$ cat src/rtl/core/plk_pkg.sv
// Shared widths, register indexes and breakpoint type for the piecewise-linear lookup.
package plk_pkg;

	// Width of a sample, of a breakpoint coordinate and of a result.
	localparam int VAL_W = 16;

	// Width of the point count register and of the configuration index.
	localparam int CNT_W = 3;
	localparam int CFG_IDX_W = 3;
	localparam int CFG_DATA_W = 32;

	// Configuration register indexes.
	localparam logic [CFG_IDX_W-1:0] REG_POINT_COUNT = 3'd0;
	localparam int REG_POINT_BASE = 1;

	// Reset contents of the table.
	localparam logic [CNT_W-1:0] POINT_COUNT_RESET = 3'd2;
	localparam int MIN_POINTS = 2;

	// One breakpoint as packed in its register: x above, y below.
	typedef struct packed {
		logic [VAL_W-1:0] x;
		logic [VAL_W-1:0] y;
	} point_t;

endpackage

$ cat src/rtl/core/piecewise_linear_lookup.sv
// Piecewise-linear lookup: a sample is clamped or interpolated through a breakpoint table.
// Throughput: one sample per cycle; the whole pipeline advances together and holds
// when the output register is full and not taken.
// The interpolation quotient comes from an eight-stage restoring divider, two bits a stage.
// Reset (arst_n low, asynchronous) empties the pipeline and loads the default table:
// two points, (0, 0) and (0xFFFF, 0xFFFF). Configuration writes are taken every cycle.
module piecewise_linear_lookup #(
	parameter int MAX_POINTS = 7
) (
	input  logic                          clk,
	input  logic                          arst_n,
	input  logic                          sample_valid,
	output logic                          sample_ready,
	input  logic [plk_pkg::VAL_W-1:0]     sample_in,
	output logic                          value_valid,
	input  logic                          value_ready,
	output logic [plk_pkg::VAL_W-1:0]     value_out,
	input  logic                          cfg_valid,
	output logic                          cfg_ready,
	input  logic [plk_pkg::CFG_IDX_W-1:0] cfg_index,
	input  logic [plk_pkg::CFG_DATA_W-1:0] cfg_data
);
	import plk_pkg::*;

	localparam int DIV_STEPS = 2;
	localparam int DIV_STAGES = VAL_W / DIV_STEPS;
	localparam int PROD_W = 2 * VAL_W;

	typedef struct packed {
		logic [VAL_W-1:0] rem;
		logic [VAL_W-1:0] quo;
	} div_state_t;

	// One restoring division step: shift in the next dividend bit, subtract if it fits.
	function automatic div_state_t div_step(div_state_t st, logic [VAL_W-1:0] den);
		logic [VAL_W:0] trial;
		div_state_t nx;
		trial = {st.rem, st.quo[VAL_W-1]};
		if (trial >= {1'b0, den}) begin
			nx.rem = VAL_W'(trial - {1'b0, den});
			nx.quo = {st.quo[VAL_W-2:0], 1'b1};
		end else begin
			nx.rem = trial[VAL_W-1:0];
			nx.quo = {st.quo[VAL_W-2:0], 1'b0};
		end
		return nx;
	endfunction

	// Configuration registers.
	logic [CNT_W-1:0] count_q;
	point_t           points_q [MAX_POINTS];

	assign cfg_ready = 1'b1;

	always_ff @(posedge clk or negedge arst_n) begin
		if (!arst_n) begin
			count_q <= POINT_COUNT_RESET;
			for (int j = 0; j < MAX_POINTS; j++) begin
				points_q[j] <= (j == 1) ? '1 : '0;
			end
		end else if (cfg_valid && cfg_ready) begin
			if (cfg_index == REG_POINT_COUNT) begin
				count_q <= cfg_data[CNT_W-1:0];
			end
			for (int j = 0; j < MAX_POINTS; j++) begin
				if (cfg_index == CFG_IDX_W'(REG_POINT_BASE + j)) begin
					points_q[j] <= cfg_data;
				end
			end
		end
	end

	// The pipeline moves as one whenever the output register can take a word.
	logic adv;
	logic valid_s5;

	assign adv          = !valid_s5 || value_ready;
	assign sample_ready = adv;

	// Stage 1: compare the sample against every breakpoint and clamp the count.
	logic                  valid_s1;
	logic [VAL_W-1:0]      s_s1;
	logic [MAX_POINTS-1:0] ge_s1;
	logic [MAX_POINTS-1:0] le_s1;
	logic [CNT_W-1:0]      ncl_s1;

	always_ff @(posedge clk) begin
		if (adv) begin
			s_s1 <= sample_in;
			for (int j = 0; j < MAX_POINTS; j++) begin
				ge_s1[j] <= sample_in >= points_q[j].x;
				le_s1[j] <= sample_in <= points_q[j].x;
			end
			if (count_q < CNT_W'(MIN_POINTS)) begin
				ncl_s1 <= CNT_W'(MIN_POINTS);
			end else if (count_q > CNT_W'(MAX_POINTS)) begin
				ncl_s1 <= CNT_W'(MAX_POINTS);
			end else begin
				ncl_s1 <= count_q;
			end
		end
	end

	// Stage 2: pick the clamp or the first segment that holds the sample.
	logic             lerp_d;
	logic [VAL_W-1:0] direct_d;
	logic [VAL_W-1:0] x0_d, y0_d, x1_d, y1_d;
	logic             found_d;
	logic             ge_last_d;
	logic [VAL_W-1:0] y_last_d;

	always_comb begin
		ge_last_d = 1'b0;
		y_last_d  = '0;
		for (int j = 0; j < MAX_POINTS; j++) begin
			if (ncl_s1 == CNT_W'(j + 1)) begin
				ge_last_d = ge_s1[j];
				y_last_d  = points_q[j].y;
			end
		end

		found_d = 1'b0;
		lerp_d  = 1'b0;
		direct_d = '0;
		x0_d = '0;
		y0_d = '0;
		x1_d = '0;
		y1_d = '0;
		for (int j = 0; j < MAX_POINTS - 1; j++) begin
			if (!found_d && (CNT_W'(j + 1) < ncl_s1) && ge_s1[j] && le_s1[j + 1]) begin
				found_d = 1'b1;
				x0_d = points_q[j].x;
				y0_d = points_q[j].y;
				x1_d = points_q[j + 1].x;
				y1_d = points_q[j + 1].y;
				if (le_s1[j]) begin
					// The sample sits on the segment's left end.
					direct_d = points_q[j].y;
				end else if (ge_s1[j + 1]) begin
					// The sample sits on the segment's right end.
					direct_d = points_q[j + 1].y;
				end else begin
					lerp_d = 1'b1;
				end
			end
		end

		if (le_s1[0]) begin
			lerp_d   = 1'b0;
			direct_d = points_q[0].y;
		end else if (ge_last_d) begin
			lerp_d   = 1'b0;
			direct_d = y_last_d;
		end else if (!found_d) begin
			lerp_d   = 1'b0;
			direct_d = '0;
		end
	end

	logic             valid_s2;
	logic             lerp_s2;
	logic [VAL_W-1:0] direct_s2;
	logic [VAL_W-1:0] y0_s2;
	logic [VAL_W-1:0] diff_s2;
	logic [VAL_W-1:0] den_s2;
	logic             neg_s2;
	logic [VAL_W-1:0] mag_s2;

	always_ff @(posedge clk) begin
		if (adv) begin
			lerp_s2   <= lerp_d;
			direct_s2 <= direct_d;
			y0_s2     <= y0_d;
			diff_s2   <= s_s1 - x0_d;
			den_s2    <= x1_d - x0_d;
			neg_s2    <= y1_d < y0_d;
			mag_s2    <= (y1_d < y0_d) ? (y0_d - y1_d) : (y1_d - y0_d);
		end
	end

	// Stage 3: offset times the magnitude of the rise.
	logic              valid_s3;
	logic              lerp_s3;
	logic [VAL_W-1:0]  direct_s3;
	logic [VAL_W-1:0]  y0_s3;
	logic [VAL_W-1:0]  den_s3;
	logic              neg_s3;
	logic [PROD_W-1:0] prod_s3;

	always_ff @(posedge clk) begin
		if (adv) begin
			lerp_s3   <= lerp_s2;
			direct_s3 <= direct_s2;
			y0_s3     <= y0_s2;
			den_s3    <= den_s2;
			neg_s3    <= neg_s2;
			prod_s3   <= {{VAL_W{1'b0}}, diff_s2} * {{VAL_W{1'b0}}, mag_s2};
		end
	end

	// Stage 4: restoring divider. The quotient stays below the rise, so it fits VAL_W bits.
	logic             valid_s4  [DIV_STAGES];
	logic             lerp_s4   [DIV_STAGES];
	logic [VAL_W-1:0] direct_s4 [DIV_STAGES];
	logic [VAL_W-1:0] y0_s4     [DIV_STAGES];
	logic [VAL_W-1:0] den_s4    [DIV_STAGES];
	logic             neg_s4    [DIV_STAGES];
	div_state_t       div_s4    [DIV_STAGES];

	for (genvar k = 0; k < DIV_STAGES; k++) begin : g_div
		logic             valid_in;
		logic             lerp_in;
		logic [VAL_W-1:0] direct_in;
		logic [VAL_W-1:0] y0_in;
		logic [VAL_W-1:0] den_in;
		logic             neg_in;
		div_state_t       div_in;
		div_state_t       div_out;

		if (k == 0) begin : g_first
			always_comb begin
				valid_in   = valid_s3;
				lerp_in    = lerp_s3;
				direct_in  = direct_s3;
				y0_in      = y0_s3;
				den_in     = den_s3;
				neg_in     = neg_s3;
				div_in.rem = prod_s3[PROD_W-1:VAL_W];
				div_in.quo = prod_s3[VAL_W-1:0];
			end
		end else begin : g_next
			always_comb begin
				valid_in  = valid_s4[k-1];
				lerp_in   = lerp_s4[k-1];
				direct_in = direct_s4[k-1];
				y0_in     = y0_s4[k-1];
				den_in    = den_s4[k-1];
				neg_in    = neg_s4[k-1];
				div_in    = div_s4[k-1];
			end
		end

		// Two quotient bits per stage.
		always_comb begin
			div_out = div_in;
			for (int t = 0; t < DIV_STEPS; t++) begin
				div_out = div_step(div_out, den_in);
			end
		end

		always_ff @(posedge clk or negedge arst_n) begin
			if (!arst_n) begin
				valid_s4[k] <= 1'b0;
			end else if (adv) begin
				valid_s4[k] <= valid_in;
			end
		end

		always_ff @(posedge clk) begin
			if (adv) begin
				lerp_s4[k]   <= lerp_in;
				direct_s4[k] <= direct_in;
				y0_s4[k]     <= y0_in;
				den_s4[k]    <= den_in;
				neg_s4[k]    <= neg_in;
				div_s4[k]    <= div_out;
			end
		end
	end

	// Stage 5: apply the sign of the rise and load the output register.
	logic [VAL_W-1:0] value_s5;
	logic [VAL_W-1:0] quo_last;

	assign quo_last = div_s4[DIV_STAGES-1].quo;

	always_ff @(posedge clk) begin
		if (adv) begin
			if (!lerp_s4[DIV_STAGES-1]) begin
				value_s5 <= direct_s4[DIV_STAGES-1];
			end else if (neg_s4[DIV_STAGES-1]) begin
				value_s5 <= y0_s4[DIV_STAGES-1] - quo_last;
			end else begin
				value_s5 <= y0_s4[DIV_STAGES-1] + quo_last;
			end
		end
	end

	// Valid bits of the front stages and the output register.
	always_ff @(posedge clk or negedge arst_n) begin
		if (!arst_n) begin
			valid_s1 <= 1'b0;
			valid_s2 <= 1'b0;
			valid_s3 <= 1'b0;
			valid_s5 <= 1'b0;
		end else if (adv) begin
			valid_s1 <= sample_valid;
			valid_s2 <= valid_s1;
			valid_s3 <= valid_s2;
			valid_s5 <= valid_s4[DIV_STAGES-1];
		end
	end

	assign value_valid = valid_s5;
	assign value_out   = value_s5;

endmodule

$ cat config.mk
export PLATFORM = sky130hd
export DESIGN_NAME = piecewise_linear_lookup
export DESIGN_NICKNAME = d
export VERILOG_FILES = /design/src/rtl/core/plk_pkg.sv /design/src/rtl/core/piecewise_linear_lookup.sv
export SDC_FILE = /design/constraint.sdc
export NUM_CORES = 2
export LEC_CHECK = 0
export BUFFER_PORTS_ARGS = -buffer_cell sky130_fd_sc_hd__buf_4
export CAP_MARGIN = 25
export CELL_PAD_IN_SITES_DETAIL_PLACEMENT = 1
export CELL_PAD_IN_SITES_GLOBAL_PLACEMENT = 2
export CORE_MARGIN = 5
export CORE_UTILIZATION = 33
export CTS_BUF_LIST = sky130_fd_sc_hd__clkbuf_16
export CTS_CLUSTER_DIAMETER = 150
export DETAILED_ROUTE_END_ITERATION = 12
export PLACE_DENSITY_LB_ADDON = 0.1
export SYNTH_ARGS = -nofsm -noshare
export SYNTH_HDL_FRONTEND = slang
export SYNTH_SLANG_ARGS = --single-unit
export TNS_END_PERCENT = 10
$ cat constraint.sdc
create_clock -name clk -period 27.1 [get_ports clk]
set_input_delay 2.71 -clock clk [delete_from_list [all_inputs] [get_ports clk]]
set_output_delay 2.71 -clock clk [all_outputs]
set_load 0.03 [all_outputs]
==> impl_metrics.env <==
export IMPL_criticalPathCategory="flop to flop"
export IMPL_synthFlopType="edfxtp_1"
export IMPL_antenna_found_initial=7
export IMPL_final_layout_size_suffix_gt1_share_pct=13.0
export IMPL_crit_top_cell="a21oi_1"
export IMPL_holdBufCountCts=0
export IMPL_syn_to_final_growth_pct=12.4
export IMPL_post_cts_setup_buffer_count=0
export IMPL_ys_seq_area_share_pct=46.5
export IMPL_post_dp_hpwl_um=149000
export IMPL_regArea_sq_mm=0.0312
export IMPL_rrSetupSlack_ns=19.18
export IMPL_tightest_slew_ns=1.28
export IMPL_async_flop_share_pct=22.2
export IMPL_rr_startpoint="den_s4[4][1]"
export IMPL_cp_required_ns=27.63
export IMPL_clkSinkCount=1076
export IMPL_h_tree_depth=4
export IMPL_synth_xor_area_share_pct=3.05
export IMPL_finalSetupViolCount=0
export IMPL_num_rows=165
export IMPL_fp_dieArea_sq_mm=0.212
export IMPL_clk_latency_ns=0.81
export IMPL_crit_slowest_cell="a21boi_2"
export IMPL_core_area_sq_mm=0.202
export IMPL_min_period_over_period_pct=29.2
export IMPL_crit_fanout=16
export IMPL_cts_resized=0
export IMPL_die_h_um=460
export IMPL_clockBufferDepth=3
export IMPL_min_to="y0_s4[1][35]"
export IMPL_hold_violations=0
export IMPL_synth_compound_area_share_pct=12.6
export IMPL_max_freq_mhz=126
export IMPL_syn_nets=6730
export IMPL_vias_per_cell=5.17
export IMPL_ant_nets=0
export IMPL_grt_overflow=0
export IMPL_grt_pass1_wl_um=306000
export IMPL_mostFrequentLayoutCell="edfxtp_1"
export IMPL_yosys_warnings=0
export IMPL_finalMaxSlewViolations=0
export IMPL_r2r_end="div_s4[1][51]"
export IMPL_relSlewSlack_pct=14.9
export IMPL_cts_buffers=135
export IMPL_drt_initial_drc_count=2947
export IMPL_max_stage_delay_ns=0.79
export IMPL_drc=0
export IMPL_synthSimpleGateAreaFrac_pct=9.99
export IMPL_holdCritPathClass="flop to flop"
export IMPL_path_buf_inv=2
export IMPL_yosysUniqueCellTypes=115
export IMPL_drt_first_pass_iters=6
export IMPL_worstHoldStart="y0_s4[1][19]"
export IMPL_multiInputGateArea_sq_mm=0.0326
export IMPL_place_congestion=0.821
export IMPL_grt_max_degree=170
export IMPL_min_period_ns=7.92
export IMPL_maxCapViolCount=0
export IMPL_syn_area_per_cell_sq_um=11.3
export IMPL_synth_fa_ha_area_share_pct=16.5
export IMPL_synth_edf_count=837
export IMPL_port_buffers=73
export IMPL_ys_ff_latch=1076
export IMPL_wirelength_um=201000
export IMPL_finalSetupTns_ns=0
export IMPL_postSynthCellCount=5924
export IMPL_cts_tree="yes"
export IMPL_status="complete, no violations"
export IMPL_cts_root_buffer="clkbuf_16"
export IMPL_syn_area_sq_mm=0.0669
export IMPL_synthMuxAreaShare_pct=6.51
export IMPL_initial_utilization_pct=33.2
export IMPL_critPathCaptureType="flop"
export IMPL_fin_worst_skew_ns=0.0660
export IMPL_num_vias=45500
export IMPL_rsz0062_at_grt="no"
export IMPL_grt_usage_pct=18.9
export IMPL_wl_per_cell_um=22.8
export IMPL_min_path_cells=0
export IMPL_fp_dieW_um=460
export IMPL_cp_arrival_ns=8.44
export IMPL_cp_depth=29
export IMPL_fill_cells=21900
export IMPL_rr_worst_depth=29
export IMPL_critPathTopFamily="compound AO/OA/AOI/OAI gates"
export IMPL_layout_common_cells="edfxtp_1 (837), inv_1 (672), ha_1 (538), nand2_1 (537), mux2_2 (341)"
export IMPL_clkTransAtPathRegs_ns=0.06
export IMPL_nets=6821
export IMPL_startpoint_type="flop"
export IMPL_ios=75
export IMPL_grt_pass1_vias=47800
export IMPL_synth_top_family_by_area="adder cells"
[per-stage QoR]
step / hold WS (ns) / std cells / area (sq um) / utilization (%) / worst slack (ns)
final: 0.396 / 8800 / 75200 / 37.3 / 19.18
after global routing: 0.408 / 8799 / 75200 / 37.3 / 18.39
after CTS: 0.396 / 8793 / 75200 / 37.2 / 19.08
after detailed placement: 0.405 / 8548 / 70700 / 35.0 / 19.12
after global placement: 0.400 / 8548 / 70700 / 35.0 / 19.21
after floorplan: 0.400 / 5924 / 66900 / - / 5.15
[cell families (layout without fill, tap and decap cells)]
group                      Yosys count  after routing
and+or+nand+nor                   1376           1376
AOI/OAI and AO/OA                 1261           1261
muxes                              380            380
other                                1              6
adders and majority gates          755            755
xor gates and xnor gates           233            233
buffers and inverters              842           1041
DFF                               1076           1076
[registers in the layout, indices dropped and copies added (netlist names), 32 cells and up]
register	count
div_s4	240
points_q	224
den_s4	112
g_div.div_in	32
direct_s4	128
y0_s4	128
[worst max path at each step]
stage,start,to,slack (ns)
after CTS,den_s4[4][1],div_s4[1][52],19.08
after global placement,den_s4[4][1],div_s4[1][51],19.21
after global routing,den_s4[4][1],div_s4[1][51],18.39
final,den_s4[4][1],div_s4[1][51],19.18
after floorplan,value_ready,sample_ready,5.15
after detailed placement,den_s4[4][1],div_s4[1][59],19.12
[area by class of cell]
| type | instances | share of cell area [%] |
|---|---|---|
| tap | 2672 | 4.44 |
| inverter | 655 | 3.28 |
| clock buffer | 136 | 4.52 |
| antenna | 5 | 0.0166 |
| timing repair buffer | 141 | 1.48 |
| clock inverter | 109 | 1.46 |
| sequential | 1076 | 41.4 |
| multi-input combinational | 4006 | 43.4 |
[layer usage]
layer,track usage (%),share of wire [%],vias to the layer above
li1,-,-,21600
met1,26.0,46,22900
met2,31.7,48,752
met3,2.59,3.5,214
met4,4.20,1.9,0
met5,0,0,-
[cell usage after synthesis (all sizes together), types with 35 or more instances]
master | n | area, sq um
and2 | 128 | 801
o21ai | 355 | 1780
nor2b | 84 | 526
nor3 | 73 | 387
xor2 | 57 | 499
dfrtp | 206 | 5150
xnor2 | 176 | 1540
a211oi | 35 | 263
o21a | 41 | 308
buf | 36 | 184
a222oi | 65 | 651
a21oi | 269 | 1350
nand4 | 75 | 469
nand2b | 78 | 495
nand2 | 538 | 2020
edfxtp | 837 | 25100
a21o | 106 | 796
o31ai | 35 | 282
nand3 | 54 | 270
inv | 654 | 2450
clkbuf | 151 | 567
nor2 | 221 | 837
a21boi | 43 | 327
mux2 | 343 | 3860
a22oi | 37 | 283
ha | 538 | 6730
fa | 212 | 4240
a221oi | 49 | 472
Power is not shown: default switching activity piles up to over one toggle a cycle in this logic, so the estimate is an artifact.
